$ cat src/wlmf_pkg.sv
// Package for the window local minima finder.
// Holds payload structs, window geometry constants and inter-module structs.
// No dependencies.
package wlmf_pkg;

   // Window geometry: columns and rows x-REACH..x+REACH-1
   localparam int REACH      = 3;
   localparam int WIN        = 2 * REACH;
   localparam int STORE_ROWS = WIN - 1;

   localparam int VALUE_W = 16;
   localparam int INDEX_W = 20;
   localparam int SIZE_W  = 11;

   localparam int CSR_ADDR_W = 3;
   localparam int CSR_DATA_W = 32;

   // Result queue depth, must hold at least REACH entries
   localparam int FIFO_DEPTH = 8;

   localparam logic MODE_SAMPLE = 1'b0;
   localparam logic MODE_DRAIN  = 1'b1;

   typedef enum logic {
      REG_MAP_WIDTH  = 1'b0,
      REG_MAP_HEIGHT = 1'b1
   } reg_index_type;

   typedef struct packed {
      logic               mode;
      logic [VALUE_W-1:0] error_value;
   } req_type;

   typedef struct packed {
      logic [INDEX_W-1:0] minimum_index;
      logic               last_of_run;
   } rsp_type;

   // Per-item geometry handed to the window compare
   typedef struct packed {
      logic [WIN-1:0]     row_ok;
      logic [WIN-1:0]     col_ok;
      logic [REACH-1:0]   cand_en;
      logic [INDEX_W-1:0] base_index;
   } job_type;

   // Outcome of one item: which candidates are minima
   typedef struct packed {
      logic [REACH-1:0]   hit;
      logic [INDEX_W-1:0] base_index;
   } hits_type;

endpackage

$ cat src/wlmf_window.sv
// Sliding 2*REACH square window register and parallel minimum compares.
// Depends on wlmf_pkg.
module wlmf_window (
   input  logic                                          clock,
   input  logic                                          advance,
   input  logic [wlmf_pkg::WIN-1:0][wlmf_pkg::VALUE_W-1:0] column,
   input  wlmf_pkg::job_type                             job,
   output wlmf_pkg::hits_type                            hits
);

   localparam int WIN   = wlmf_pkg::WIN;
   localparam int REACH = wlmf_pkg::REACH;

   logic [WIN-1:0][WIN-1:0][wlmf_pkg::VALUE_W-1:0] win_ff;
   logic [WIN-1:0][WIN-1:0][wlmf_pkg::VALUE_W-1:0] win_in;
   logic [REACH-1:0]                               is_min;

   // Shift left, new column enters at the right
   always_comb begin
      for (int j = 0; j < WIN; j++) begin
         for (int k = 0; k < WIN - 1; k++) begin
            win_in[j][k] = win_ff[j][k+1];
         end
         win_in[j][WIN-1] = column[j];
      end
   end

   always_ff @(posedge clock) begin
      if (advance) begin
         win_ff <= win_in;
      end
   end

   // Candidate i sits at row REACH, column REACH+i; in-map cells strictly
   // below it disqualify it
   always_comb begin
      for (int i = 0; i < REACH; i++) begin
         is_min[i] = 1'b1;
         for (int j = 0; j < WIN; j++) begin
            for (int k = 0; k < WIN; k++) begin
               if ((k >= i) && !((j == REACH) && (k == REACH + i))) begin
                  if (job.row_ok[j] && job.col_ok[k] &&
                      (win_in[j][k] < win_in[REACH][REACH+i])) begin
                     is_min[i] = 1'b0;
                  end
               end
            end
         end
      end
   end

   assign hits.hit        = job.cand_en & is_min;
   assign hits.base_index = job.base_index;

endmodule

$ cat config.mk
export PLATFORM = sky130hd
export DESIGN_NAME = wlmf_window
export DESIGN_NICKNAME = d
export VERILOG_FILES = /design/src/wlmf_pkg.sv /design/src/wlmf_window.sv
export SDC_FILE = /design/constraint.sdc
export NUM_CORES = 2
export LEC_CHECK = 0
export BUFFER_PORTS_ARGS = -buffer_cell sky130_fd_sc_hd__buf_2
export CAP_MARGIN = 20
export CORE_AREA = 2 2 258 260
export CTS_BUF_LIST = sky130_fd_sc_hd__clkbuf_16
export DETAILED_ROUTE_END_ITERATION = 8
export DIE_AREA = 0 0 260 262
export PLACE_DENSITY = 0.84
export SYNTH_ARGS = -nofsm -noshare
export SYNTH_HDL_FRONTEND = slang
export SYNTH_SLANG_ARGS = --single-unit
$ cat constraint.sdc
create_clock -name clock -period 3.6 [get_ports clock]
set_input_delay 0.36 -clock clock [delete_from_list [all_inputs] [get_ports clock]]
set_output_delay 0.36 -clock clock [all_outputs]
set_load 0.05 [all_outputs]
==> out/summary.txt <==
synthesis-to-finish area growth = 23.4%
Buf/Inv on CP = 7
R2R Setup Slk = 2510 ps
remaining antenna violation count = 0
hpwl dp = 112000 um
# rows = 94
Yosys warning count = 0
DRC = 0
main area contributors after synthesis = ha_1 38%, edfxtp_1 35%, a21oi_1 3.3%, o21ai_0 2.9%, a21o_1 2.3%
drt first pass iters = 9
switching power = 6.58 mW
register with the most flip-flops = win_ff
crit-path cells = clkinv_4 -> buf_12 -> buf_8 -> ha_1 -> nand2_1 -> nor3_1 -> a211oi_1 -> o21ai_0 -> buf_4 -> o2111ai_2 -> nor4_2 -> buf_4 -> nand4_1 -> nor4_4 -> buf_4 -> buf_12
worst hold endpoint = win_ff[82]
crit share post-route = 143%
top-area cell type share of the netlist area = 38.0%
worst hold path type = in2reg
Final Util = 78.6%
vias in the first global route = 37900
Root Driver = clkbuf_16
synthesis-stage register bit count = 480
data arrival time of the worst path = 4780 ps
Max Fanout on Critical Path = 6
layout cells sized above 1 = 18.1%
CP max-delay cell = nor4_4
Die X = 260 um
die area = 0.0681 mm2
Clock transition at path regs = 60 ps
Final Net Count = 5694
Mapped Cells = 3678
first-pass GRT wire length = 234000 um
Worst slew margin = 37.3%
count leader, synth = ha_1
Pleak = 22.6 nW
Worst R2R Start = win_ff[59]
FMAX = 195 MHz
Clock power frac = 30.9%
antenna violations before repair = 8
hold depth = 1
Clock Latency Late Sink = 670 ps
status = finished, violations left
Fin Setup TNS = -3180 ps
syn_area_per_cell = 11.3 um2
Hold Vio Cnt, Final = 15
maximum vdd drop = 0.398 mV
failing checks = negative hold slack, negative setup slack
Unique masters post-synth = 64
vias post-DR = 39500
Final Skew = 18.4 ps
Worst Hold Launch = column[2]
hold slack final = -33.7 ps
Sequential Power Share = 37.3%
# IOs = 156
largest net degree at the start of global routing = 106
reg2reg end = win_ff[43]
RSZ-0062 raised after global routing = true
total power = 18.9 mW
R2R depth = 2
gpl congestion = 1.08
Clock Sinks = 480
Filler cells = 3728
Gate power share = 31.8%
most frequent cells after synthesis = 1263 x ha_1, 480 x edfxtp_1, 273 x a21oi_1
CTS max path bufs = 3
gr usage total = 46.7%
DP Worst Slack = -729 ps
Synth Flop Type = edfxtp_1
biggest area consumer among synthesized cells = ha_1
Post-synth EDFFs = 480
Post-synth ARST share = 0%
setup ws final = -1540 ps
die height = 262 um
required time of the critical path = 3240 ps
crit-path most repeated cell = buf_4
crit end category = primary output
DR WL/cell = 33.0 um
Final min period = 5140 ps
MaxCap Viol Count = 0
CTS H-tree lvls = 2
post-synthesis cell area = 0.0416 mm2
Worst setup SP type = flop
IO buf count = 115
Slew Limit Fails = 0
CTS tree = done
total gr overflow = 0
Least-Margin Pin Slew = 933 ps
Internal = 12.3 mW
switching share of power = 34.8%
initial DRC count = 6336
post-synthesis sequential area ratio = 34.7%
Num CTS Buffers = 54
Top Registers = win_ff (480)
Initial Utilization = 63.7%
pwr dens = 368 mW/mm2
CP max stage delay = 700 ps
Post-Route WL = 172000 um
Vias/cell = 7.58
Final setup viols = 3
max reg flops = 480
Worst path depth = 16
cell family with most CP delay = simple AND/OR/NAND/NOR gates
critical path type = reg2out
syn nets = 5074
core area = 0.0653 mm2
layer usage:
layer,track usage [%],share of wire (%),vias up
li1,-,-,16300
met1,56.1,33,18400
met2,67.9,39,3510
met3,14.9,16,1293
met4,40.3,12,14
met5,0,0.098,-
worst reg2reg max path: cells and delay by family, from the launching register on:
family,cells,cell delay (ps)
buffers and inverters,2,320
flip-flops,1,530
layout by cell type (no fill, tap or decap), types with 22 or more instances in the layout:
cell | netlist | routed
a211oi_1 | 125 | 121
nand2b_1 | 23 | 23
buf_2 | 2 | 111
o21ai_1 | 10 | 34
buf_4 | 20 | 296
o21ai_0 | 239 | 204
ha_1 | 1263 | 1224
dlygate4sd3_1 | 0 | 71
inv_1 | 59 | 40
nand3_1 | 106 | 101
nor3_1 | 59 | 51
nor2b_1 | 62 | 62
o211ai_1 | 35 | 35
o2111ai_1 | 29 | 22
buf_12 | 0 | 80
nand2_1 | 173 | 171
a21o_1 | 128 | 128
clkbuf_16 | 0 | 56
o21a_1 | 32 | 32
edfxtp_1 | 480 | 480
a21oi_1 | 273 | 263
a2111oi_0 | 66 | 42
nand4_1 | 116 | 116
ha_4 | 0 | 38
nor2_1 | 126 | 124
final cells by class:
type	instances	area (um2)	share of cell area, %
Clock inverter	43	374	0.729
Tap cell	864	1080	2.11
Multi-Input combinational cell	3110	28200	54.9
Timing Repair Buffer	591	5620	10.9
Clock buffer	55	1380	2.68
Sequential cell	480	14400	28.1
Antenna cell	6	15.0	0.0293
Inverter	61	287	0.558
metrics by stage:
step / instance area (um2) / hold WS (ps) / cells
after floorplan: 41600 / 435 / 3678
after global placement: 46000 / 447 / 4912
after detailed placement: 46000 / 467 / 4912
after CTS: 50200 / 0.421 / 5159
after global routing: 51300 / -15.7 / 5206
final: 51300 / -33.7 / 5210
power groups by stage:
stage | clock [mW] | sequential (mW) | combinational, mW
after floorplan | 0 | 6.94 | 2.79
after global placement | 0 | 7.09 | 4.57
after detailed placement | 0 | 7.11 | 4.82
after CTS | 5.67 | 6.99 | 5.27
after global routing | 5.91 | 7.06 | 6.38
final | 5.83 | 7.05 | 6.01
cell families after synthesis:
kind of cell               after synthesis  share of synthesized area (%)
adders and majority gates             1263                           38.0
AOI/OAI and AO/OA                     1079                           16.9
and+or+nand+nor                        768                           9.42
DFF                                    480                           34.7
buffers and inverters                   88                           1.03
how the worst max path moves through the flow:
stage,start,end,slack (ps)
after detailed placement,win_ff[364],hits[20],-730
final,win_ff[358],hits[20],-1540
after CTS,win_ff[358],hits[20],-530
after global routing,win_ff[358],hits[20],-1420
after floorplan,win_ff[363],hits[20],-150
after global placement,win_ff[364],hits[20],-830
timing repair:
action | in CTS | in global routing
hold buffers | 71 | 0
setup endpoints to repair | 3 | 3
endpoints found under the hold margin | 71 | 0
gates cloned | 5 | 1
gates resized for setup | 201 | 121
buffers inserted | 73 | 47
pin swaps | 78 | 71
Power figures use the tool's default switching activity.
