**config.mk**
```make
export PLATFORM = sky130hd
export DESIGN_NAME = wlmf_result_fifo
export DESIGN_NICKNAME = d
export VERILOG_FILES = /design/src/wlmf_pkg.sv /design/src/wlmf_result_fifo.sv
export SDC_FILE = /design/constraint.sdc
export NUM_CORES = 1
export LEC_CHECK = 0
export BUFFER_PORTS_ARGS = -buffer_cell sky130_fd_sc_hd__buf_2
export CAP_MARGIN = 20
export CORE_MARGIN = 3
export CORE_UTILIZATION = 30
export CTS_BUF_LIST = sky130_fd_sc_hd__clkbuf_8 sky130_fd_sc_hd__clkbuf_16
export DETAILED_ROUTE_END_ITERATION = 8
export PLACE_DENSITY = 0.44
export SLEW_MARGIN = 0
export SYNTH_ARGS = -nofsm -noshare
export SYNTH_HDL_FRONTEND = slang
export SYNTH_SLANG_ARGS = --single-unit
```
**constraint.sdc**
```tcl
create_clock -name clock -period 2.8 [get_ports clock]
set_input_delay 0 -clock clock [delete_from_list [all_inputs] [get_ports clock]]
set_output_delay 0 -clock clock [all_outputs]
set_load 0.005 [all_outputs]
```
**src/wlmf_pkg.sv**
```systemverilog
// Package for the window local minima finder.
// Holds payload structs, window geometry constants and inter-module structs.
// No dependencies.
package wlmf_pkg;

   // Window geometry: columns and rows x-REACH..x+REACH-1
   localparam int REACH      = 3;
   localparam int WIN        = 2 * REACH;
   localparam int STORE_ROWS = WIN - 1;

   localparam int VALUE_W = 16;
   localparam int INDEX_W = 20;
   localparam int SIZE_W  = 11;

   localparam int CSR_ADDR_W = 3;
   localparam int CSR_DATA_W = 32;

   // Result queue depth, must hold at least REACH entries
   localparam int FIFO_DEPTH = 8;

   localparam logic MODE_SAMPLE = 1'b0;
   localparam logic MODE_DRAIN  = 1'b1;

   typedef enum logic {
      REG_MAP_WIDTH  = 1'b0,
      REG_MAP_HEIGHT = 1'b1
   } reg_index_type;

   typedef struct packed {
      logic               mode;
      logic [VALUE_W-1:0] error_value;
   } req_type;

   typedef struct packed {
      logic [INDEX_W-1:0] minimum_index;
      logic               last_of_run;
   } rsp_type;

   // Per-item geometry handed to the window compare
   typedef struct packed {
      logic [WIN-1:0]     row_ok;
      logic [WIN-1:0]     col_ok;
      logic [REACH-1:0]   cand_en;
      logic [INDEX_W-1:0] base_index;
   } job_type;

   // Outcome of one item: which candidates are minima
   typedef struct packed {
      logic [REACH-1:0]   hit;
      logic [INDEX_W-1:0] base_index;
   } hits_type;

endpackage

```
**src/wlmf_result_fifo.sv**
```systemverilog
// Result queue: takes up to REACH results per cycle, sends one per transfer.
// Depends on wlmf_pkg.
module wlmf_result_fifo (
   input  logic               clock,
   input  logic               reset,
   input  logic               push,
   input  wlmf_pkg::hits_type hits,
   output logic               room,
   output logic               rsp_valid,
   input  logic               rsp_stall,
   output wlmf_pkg::rsp_type  rsp_data
);

   localparam int DEPTH = wlmf_pkg::FIFO_DEPTH;
   localparam int PW    = $clog2(DEPTH);
   localparam int REACH = wlmf_pkg::REACH;

   wlmf_pkg::rsp_type fifo_ff [DEPTH];
   wlmf_pkg::rsp_type fifo_in [DEPTH];
   logic [PW-1:0]     wr_ff, wr_in, rd_ff, rd_in;
   logic [PW:0]       count_ff, count_in;
   logic [PW:0]       n_push;
   logic [PW-1:0]     slot;
   logic              pop;
   logic              later;

   assign pop       = rsp_valid && !rsp_stall;
   assign rsp_valid = (count_ff != '0);
   assign rsp_data  = fifo_ff[rd_ff];
   assign room      = (32'(count_ff) <= DEPTH - REACH);

   // Pack hits in candidate order; last flag on the final one
   always_comb begin
      fifo_in = fifo_ff;
      n_push  = '0;
      for (int i = 0; i < REACH; i++) begin
         later = 1'b0;
         for (int m = i + 1; m < REACH; m++) begin
            later = later | hits.hit[m];
         end
         slot = PW'(wr_ff + PW'(n_push));
         if (push && hits.hit[i]) begin
            fifo_in[slot].minimum_index = wlmf_pkg::INDEX_W'(hits.base_index +
                                          wlmf_pkg::INDEX_W'(i));
            fifo_in[slot].last_of_run   = !later;
            n_push = n_push + 1'b1;
         end
      end
      wr_in    = PW'(wr_ff + PW'(n_push));
      rd_in    = pop ? PW'(rd_ff + 1'b1) : rd_ff;
      count_in = count_ff + n_push - (PW+1)'(pop);
   end

   always_ff @(posedge clock) begin
      fifo_ff <= fifo_in;
   end

   always_ff @(posedge clock) begin
      if (reset) begin
         wr_ff    <= '0;
         rd_ff    <= '0;
         count_ff <= '0;
      end else begin
         wr_ff    <= wr_in;
         rd_ff    <= rd_in;
         count_ff <= count_in;
      end
   end

   // Checks
   a_count_max: assert property (@(posedge clock) disable iff (reset)
      32'(count_ff) <= DEPTH)
      else $error("result queue overfilled");
   a_push_room: assert property (@(posedge clock) disable iff (reset)
      (push && (hits.hit != '0)) |-> room)
      else $error("results pushed without room");
   a_empty_after_reset: assert property (@(posedge clock)
      reset |=> !rsp_valid)
      else $error("result valid right after reset");
   a_ptr_track: assert property (@(posedge clock) disable iff (reset)
      PW'(wr_ff - rd_ff) == PW'(count_ff))
      else $error("queue pointers disagree with count");

endmodule

```
==> results of run 1 <==
[worst register-to-register path: cells and delay by family, from the launching register on]
kind / cells / cell delay, ns
xor+xnor: 1 / 0.30
simple gates: 3 / 0.87
buf+inv: 2 / 0.46
compound gates: 1 / 0.17
fa+ha+maj: 1 / 0.29
flops: 1 / 0.39
[metrics by stage]
stage                     setup slack [ns]  total power (W)  utilization (%)
after CTS                            0.165           0.0125             36.2
after global routing                0.0316           0.0133             36.3
after detailed placement            -0.145          0.00986             34.5
after global placement              -0.187          0.00976             34.5
after floorplan                     0.0645          0.00814                -
final                                0.177           0.0125             36.3
[cells by family after synthesis]
family,count (synthesis)
flops,178
compound gates,411
simple gates,432
mux,122
buf+inv,160
xor+xnor,34
fa+ha+maj,18
[sequential cells by signal, indices dropped and copies added, names as in the netlist]
register and cells:
count_ff 4, fifo_ff 168, rd_ff 3, wr_ff 3
[synth_stat cells, types with 4 or more instances]
master     instances
nor4_1             7
mux2_2            60
nand4_1            7
o32ai_1            5
a21oi_1           43
o22ai_1           53
o221ai_1           5
nand2_1          209
a32oi_1            8
inv_1             20
nand3_1           49
and4_1             5
o21ai_0           84
dfxtp_1          178
nor2b_1            4
a22oi_1            5
a221oi_1          11
mux2i_1           20
xor2_1            12
and3_1            11
a211o_1           15
a211oi_1          10
mux4_2            42
o21a_1             6
clkbuf_1          94
nor3_1            29
xnor2_1           17
buf_2             30
a31oi_1           59
or4_1              4
o211a_1            8
buf_1             11
o31ai_1            5
o2bb2ai_1         52
o21ai_1           12
nor2_1            82
ha_1              15
a21o_1             4
or3_1              5
[routing by layer]
metal / vias up / track usage, % / wire length [um]
met1: 5797 / 35.4 / 23400
met2: 540 / 38.9 / 23300
met3: 100 / 4.36 / 3770
met4: 0 / 10.2 / 2030
li1: 5203 / - / -
met5: - / 0 / 0
[layout by cell type, fill, tap and decap left out, drive strengths merged, types with 14 or more instances in the layout]
cell     count
o2bb2ai     52
a21oi       43
xnor2       20
nor2        82
buf        174
xor2        14
ha          15
nand2      209
clkbuf      20
o21ai       99
mux2i       20
o22ai       53
a31oi       59
mux2        60
mux4        42
nor3        31
dfxtp      178
inv         27
a211o       15
nand3       49
[path summary, 6_finish.rpt]
| kind | startpoint | end | depth (start not counted) |
|---|---|---|---|
| min reg2reg | fifo_ff[48]$_DFF_P_ | fifo_ff[48]$_DFF_P_ | 2 |
| max | wr_ff[0]$_SDFF_PP0_ | fifo_ff[15]$_DFF_P_ | 8 |
| max reg2reg | wr_ff[0]$_SDFF_PP0_ | fifo_ff[15]$_DFF_P_ | 8 |
| min | hits[22] | fifo_ff[0]$_DFF_P_ | 4 |
[cell type report]
type | count | area share [%]
sequential | 178 | 26.5
timing repair buffer | 179 | 9.84
inverter | 23 | 0.661
clock inverter | 12 | 1.08
tap | 504 | 4.69
multi-input combinational | 1017 | 53.7
clock buffer | 20 | 3.47
[power by group through the flow]
stage / clock network, W / logic [W] / registers (W)
after global placement: 0 / 0.00517 / 0.00459
after global routing: 0.00275 / 0.00581 / 0.00470
final: 0.00260 / 0.00530 / 0.00456
after CTS: 0.00265 / 0.00530 / 0.00455
after detailed placement: 0 / 0.00526 / 0.00460
after floorplan: 0 / 0.00389 / 0.00425
[what timing repair did]
action | 4_1_cts | 5_1_grt
hold buffers | 5 | 0
hold endpoints to repair | 16 | 0
endpoints found under the setup margin | 0 | 1
gates resized for setup | 0 | 1
==> summary.md, run 1 <==
| Metric | Value |
|---|---|
| Critical path's largest stage delay | `~0.65 ns` |
| Cell accounting for the most synthesized area | `dfxtp_1` |
| Post-synthesis compound-gate area fraction | `24.5%` |
| Tightest Pin Transition | `0.895 ns` |
| Die height | `201 um` |
| Highest ir drop seen on vdd | `0.000457 V` |
| Mean post-synth cell area | `8.41 um^2` |
| CTS H-tree depth | `4` |
| Cell Pwr Density | `~900 nW/um^2` |
| Seq cells post-synth | `178` |
| Fraction of synthesized cell area in xor and xnor cells | `around 2.9%` |
| Die area | `roughly 40000 um^2` |
| RSZ-0062 raised after global routing | `false` |
| Largest delay share family, worst path | `simple AND/OR/NAND/NOR gates` |
| EDFF count, synth | `0` |
| Most used DFF post-synth | `dfxtp_1` |
| Vias | `between 10000 and 15000` |
| Synth top area share | `a little under a third` |
| Leak | `approximately 5.2 nW` |
| Clock skew | `between 0.01 and 0.015 ns` |
| Total Wirelength | `between 50 and 60 mm` |
| Clock Path Buffers | `2` |
| Tmin final | `between 2 and 3 ns` |
| CTS tree | `yes` |
| Clock Latency Late Sink | `0.46 ns` |
| Gate Count Post-Synth | `1355` |
| Reg area | `around 3600 um^2` |
| Max-slew violations | `0` |
| Ys Warns | `0` |
| Placed cell area | `roughly 13000 um^2` |
| Finished Cell Area | `roughly 13000 um^2` |
| Postcts setup bufs | `0` |
| Drt pass-1 iters | `5` |
| P&R area growth vs syn | `17.9%` |
| Largest family of logic cells by synthesized area | `compound AO/OA/AOI/OAI gates` |
| Post-synth ARST share | `0%` |
| Critical Path Slowest Stage Cell | `and4_1` |
| Data arrival, critical path | `slightly below 3 ns` |
| Worst EP required | `between 3 and 4 ns` |
| Sink Count | `approximately 180` |
| Grt ovf | `0` |
| Share of cells above drive strength 1 | `between 20% and 30%` |
| Avg WL per Cell | `between 20 and 30 um` |
| I/O pins | `50` |
| Vias in the first global route | `between 10000 and 15000` |
| Fraction of synthesized area in multiplexers | `between 10% and 20%` |
| Setup CP Type | `register to register` |
| Antenna violations before repair | `1` |
| Initial Utilization | `slightly above 30%` |
| Final number of setup-violating endpoints | `0` |
| # fillers | `3818` |
| Setup TNS | `0 ns` |
| Clk pwr share | `roughly a fifth` |
| Fin cells | `1933` |
| Critical path endpoint category | `register` |
| Crit Path Max Fanout | `7` |
| DRC Markers | `0` |
| Maxcap violations | `0` |
| Seq pwr share | `36.6%` |
| Post-DP HPWL | `roughly 36 mm` |
| Worst-path clk slew | `around 0.080 ns` |
| Vias per inst | `6.02` |
| Final ANT Viol Nets | `0` |
| Worst reg-to-reg setup slack | `between 0.15 and 0.2 ns` |
| Final #Nets | `roughly 1500` |
| CTS Buf Count | `17` |
| Ant. Diodes | `0` |
| Clock root cell | `clkbuf_16` |
| Post-Place Cells | `about 1900` |
| PortBufs | `between 40 and 50` |
| Yosys cell types | `73` |
| Final cycle utilization of the critical path | `between 90 and 100%` |
| Largest cells by area after synthesis | `dfxtp_1 31%, mux4_2 8.3%, nand2_1 6.9%, mux2_2 5.9%, o2bb2ai_1 4.0%` |
| Die outline width | `approximately 200 um` |
| Net Count, Synth | `1400` |
| Sw frac | `35.2%` |
| Seq/Total Area, Yosys | `a little under a third` |
| Synth Area in Simple Gates | `17.4%` |
| Post-Synth Adder-Cell Area | `between 2 and 2.5%` |
| GRT Overall Usage | `25.4%` |
| Hold_ws | `0.0423 ns` |
| Sw Pwr | `about 0.0044 W` |
| Internal Power | `approximately 0.0081 W` |
| Hold Path Class | `primary input to register` |
| Total core area | `37000 um^2` |
| Crit-path cells | `nand3_1, inv_2, ha_1, xor2_2, and4_1, buf_4, nand2_1, o2bb2ai_1` |
| Wire length of the first global-routing pass | `between 70 and 80 mm` |
| Synthesized cell area | `approximately 11000 um^2` |
| Footprint of the multi-input gates | `~7200 um^2` |
| Largest net degree at the start of global routing | `45` |
| Fmax | `between 300 and 400 MHz` |
| Placement Rows | `70` |
| Worst path buffer plus inverter count | `2` |
| Rel. slew slack | `about two fifths` |
| CP Launch Type | `register` |
| 1st-iter DRT viols | `1201` |
| Status | `finished, final reports clean` |
| Global placement routability congestion | `around 0.87` |
| Hold Fails Final Rpt | `0` |
| Combinational power share | `~43%` |
No activity file was read; power rests on OpenSTA's default activity.
==> run 2, diff against run 1 <==
--- a/config.mk
+++ b/config.mk
@@ -11,7 +11,7 @@
 export CORE_UTILIZATION = 30
 export CTS_BUF_LIST = sky130_fd_sc_hd__clkbuf_8 sky130_fd_sc_hd__clkbuf_16
 export DETAILED_ROUTE_END_ITERATION = 8
-export PLACE_DENSITY = 0.44
+export PLACE_DENSITY = 0.43
 export SLEW_MARGIN = 0
 export SYNTH_ARGS = -nofsm -noshare
 export SYNTH_HDL_FRONTEND = slang
==> constraint.sdc (replaced) <==
create_clock -name clock -period 3.05 [get_ports clock]
set_input_delay 0 -clock clock [delete_from_list [all_inputs] [get_ports clock]]
set_output_delay 0 -clock clock [all_outputs]
set_load 0.005 [all_outputs]
==> summary.md, run 2 (synthesis results as in run 1) <==
| Metric | Value |
|---|---|
| Top flop regs | `fifo_ff: 168 flops, count_ff: 4 flops` |
| Crit-path cells | `nand3_1, inv_2, ha_1, xnor2_2, or4_1, buf_4, nand2_1, o21ai_0, a22oi_1` |
| Fmax | `360 MHz` |
| GRT Overall Usage | `between 20% and 30%` |
| Initial Utilization | `30.7%` |
| Ant. Diodes | `0` |
| Hold Crit Start | `hits[1]` |
| Sw frac | `about a third` |
| Clk pwr share | `~22%` |
| Antenna violations before repair | `0` |
| Clock Latency Late Sink | `between 0.4 and 0.5 ns` |
| Largest net degree at the start of global routing | `45` |
| Tmin final | `about 2.8 ns` |
| Total Wirelength | `roughly 53 mm` |
| Most frequent cells in the layout | `209 x nand2_1, 176 x dfxtp_1, 114 x buf_4` |
| Hold Fails Final Rpt | `0` |
| Die outline width | `around 200 um` |
| Reg2Reg Depth | `9` |
| Vias in the first global route | `about 11000` |
| CTS Buf Count | `17` |
| Finished Cell Area | `roughly 13000 um^2` |
| Placement Rows | `70` |
| Avg WL per Cell | `around 27 um` |
| Hold_ws | `around 0.037 ns` |
| Clock Path Buffers | `2` |
| Clock skew | `0.00711 ns` |
| CP Launch Type | `register` |
| Die height | `201 um` |
| Die area | `40300 um^2` |
| PortBufs | `between 40 and 50` |
| Hold Path Class | `primary input to register` |
| Commonest non-fill, non-tap cell in the layout | `nand2_1` |
| Critical path endpoint category | `register` |
| Flip-flop count of the largest register after layout | `168` |
| Placed cell area | `about 13000 um^2` |
| Rel. slew slack | `28.6%` |
| Post-Place Cells | `between 1500 and 2000` |
| RSZ-0062 raised after global routing | `false` |
| Reg2reg start | `wr_ff[0]$_SDFF_PP0_` |
| Final number of setup-violating endpoints | `0` |
| Total core area | `37000 um^2` |
| Wire length of the first global-routing pass | `between 70 and 80 mm` |
| DRC Markers | `0` |
| Maxcap violations | `0` |
| Internal Power | `approximately 0.0075 W` |
| 1st-iter DRT viols | `around 1200` |
| Status | `finished, final reports clean` |
| Vias per inst | `around 6.1` |
| Sink Count | `178` |
| Hold Path Depth | `2` |
| Largest Register | `fifo_ff` |
| Final ANT Viol Nets | `0` |
| Worst slack, placed | `between 0.015 and 0.02 ns` |
| Grt ovf | `0` |
| Max layer used | `met4` |
| Max-slew violations | `0` |
| I/O pins | `50` |
| P&R area growth vs syn | `16.9%` |
| CTS H-tree depth | `4` |
| Final WS setup | `between 0.2 and 0.3 ns` |
| Critical Path Slowest Stage Cell | `or4_1` |
| Global placement routability congestion | `between 0.8 and 0.9` |
| Highest ir drop seen on vdd | `0.000422 V` |
| Cell Pwr Density | `between 800 and 900 nW/um^2` |
| Drt pass-1 iters | `6` |
| Clock root cell | `clkbuf_16` |
| Share of cells above drive strength 1 | `between 20% and 30%` |
| Crit path launch | `wr_ff[0]$_SDFF_PP0_` |
| Seq pwr share | `36.1%` |
| Combinational power share | `42.1%` |
| Final #Nets | `1451` |
| Post-DP HPWL | `36.2 mm` |
| Tightest Pin Transition | `roughly 1.1 ns` |
| Leak | `around 5.1 nW` |
| Setup CP Type | `register to register` |
| Fin cells | `about 1900` |
| Final cycle utilization of the critical path | `about nine tenths` |
| WL met2 | `roughly 24 mm` |
| Worst-path clk slew | `~0.08 ns` |
| CTS tree | `yes` |
| Worst EP required | `3.38 ns` |
| Met3 wire length | `3.68 mm` |
| Metal-1 WL | `23.7 mm` |
| Data arrival, critical path | `3.11 ns` |
| Critical path's largest stage delay | `~0.53 ns` |
| Crit Path Max Fanout | `14` |
| Sw Pwr | `~0.0040 W` |
| Vias | `around 12000` |
run 2: per-layer routing:
| layer | up-vias | track usage [%] |
|---|---|---|
| li1 | 5179 | - |
| met1 | 5863 | 35.4 |
| met2 | 547 | 40.4 |
| met3 | 99 | 4.73 |
| met4 | 0 | 8.73 |
| met5 | - | 0 |
run 2: critical path, delay by kind of cell, from the launching register on:
kind	cells	cell delay [ns]
xor gates and xnor gates	1	0.47
and+or+nand+nor	3	0.80
DFF	1	0.36
AOI/OAI and AO/OA	2	0.25
buffers and inverters	2	0.49
adders and majority gates	1	0.26
run 2: what timing repair did:
action                     CTS  global route
hold endpoints to repair    14             0
gates resized for setup      0             1
buffers inserted             0             3
hold buffers                 4             0
setup endpoints to repair    0            11
run 2: metrics by stage:
| stage | TNS [ns] | total power [W] | util [%] |
|---|---|---|---|
| after floorplan | 0 | 0.00747 | - |
| after global placement | -0.0205 | 0.00898 | 34.0 |
| after detailed placement | 0 | 0.00902 | 34.0 |
| after CTS | 0 | 0.0115 | 35.9 |
| after global routing | 0 | 0.0122 | 36.0 |
| final | 0 | 0.0115 | 36.0 |
run 2: cell type report:
type	count	area, um^2
fillers	3895	23700
clock inverters	14	201
repair buffers	169	1180
flip-flops and latches	178	3570
clock buffers	18	439
inverters	23	88.8
well taps	504	631
multi-input cells	1017	7210
run 2: power groups by stage:
stage	clock [W]	combinational [W]	sequential, W
CTS	0.00254	0.00486	0.00414
finish	0.00250	0.00484	0.00416
global route	0.00262	0.00534	0.00428
floorplan	0	0.00357	0.00390
detailed placement	0	0.00484	0.00419
global placement	0	0.00479	0.00419
run 2: worst paths after layout:
path	endpoint	slack, ns
min reg2reg	fifo_ff[84]$_DFF_P_	0.50
max reg2reg	fifo_ff[65]$_DFF_P_	0.27
min	fifo_ff[44]$_DFF_P_	0.04
max	fifo_ff[65]$_DFF_P_	0.27
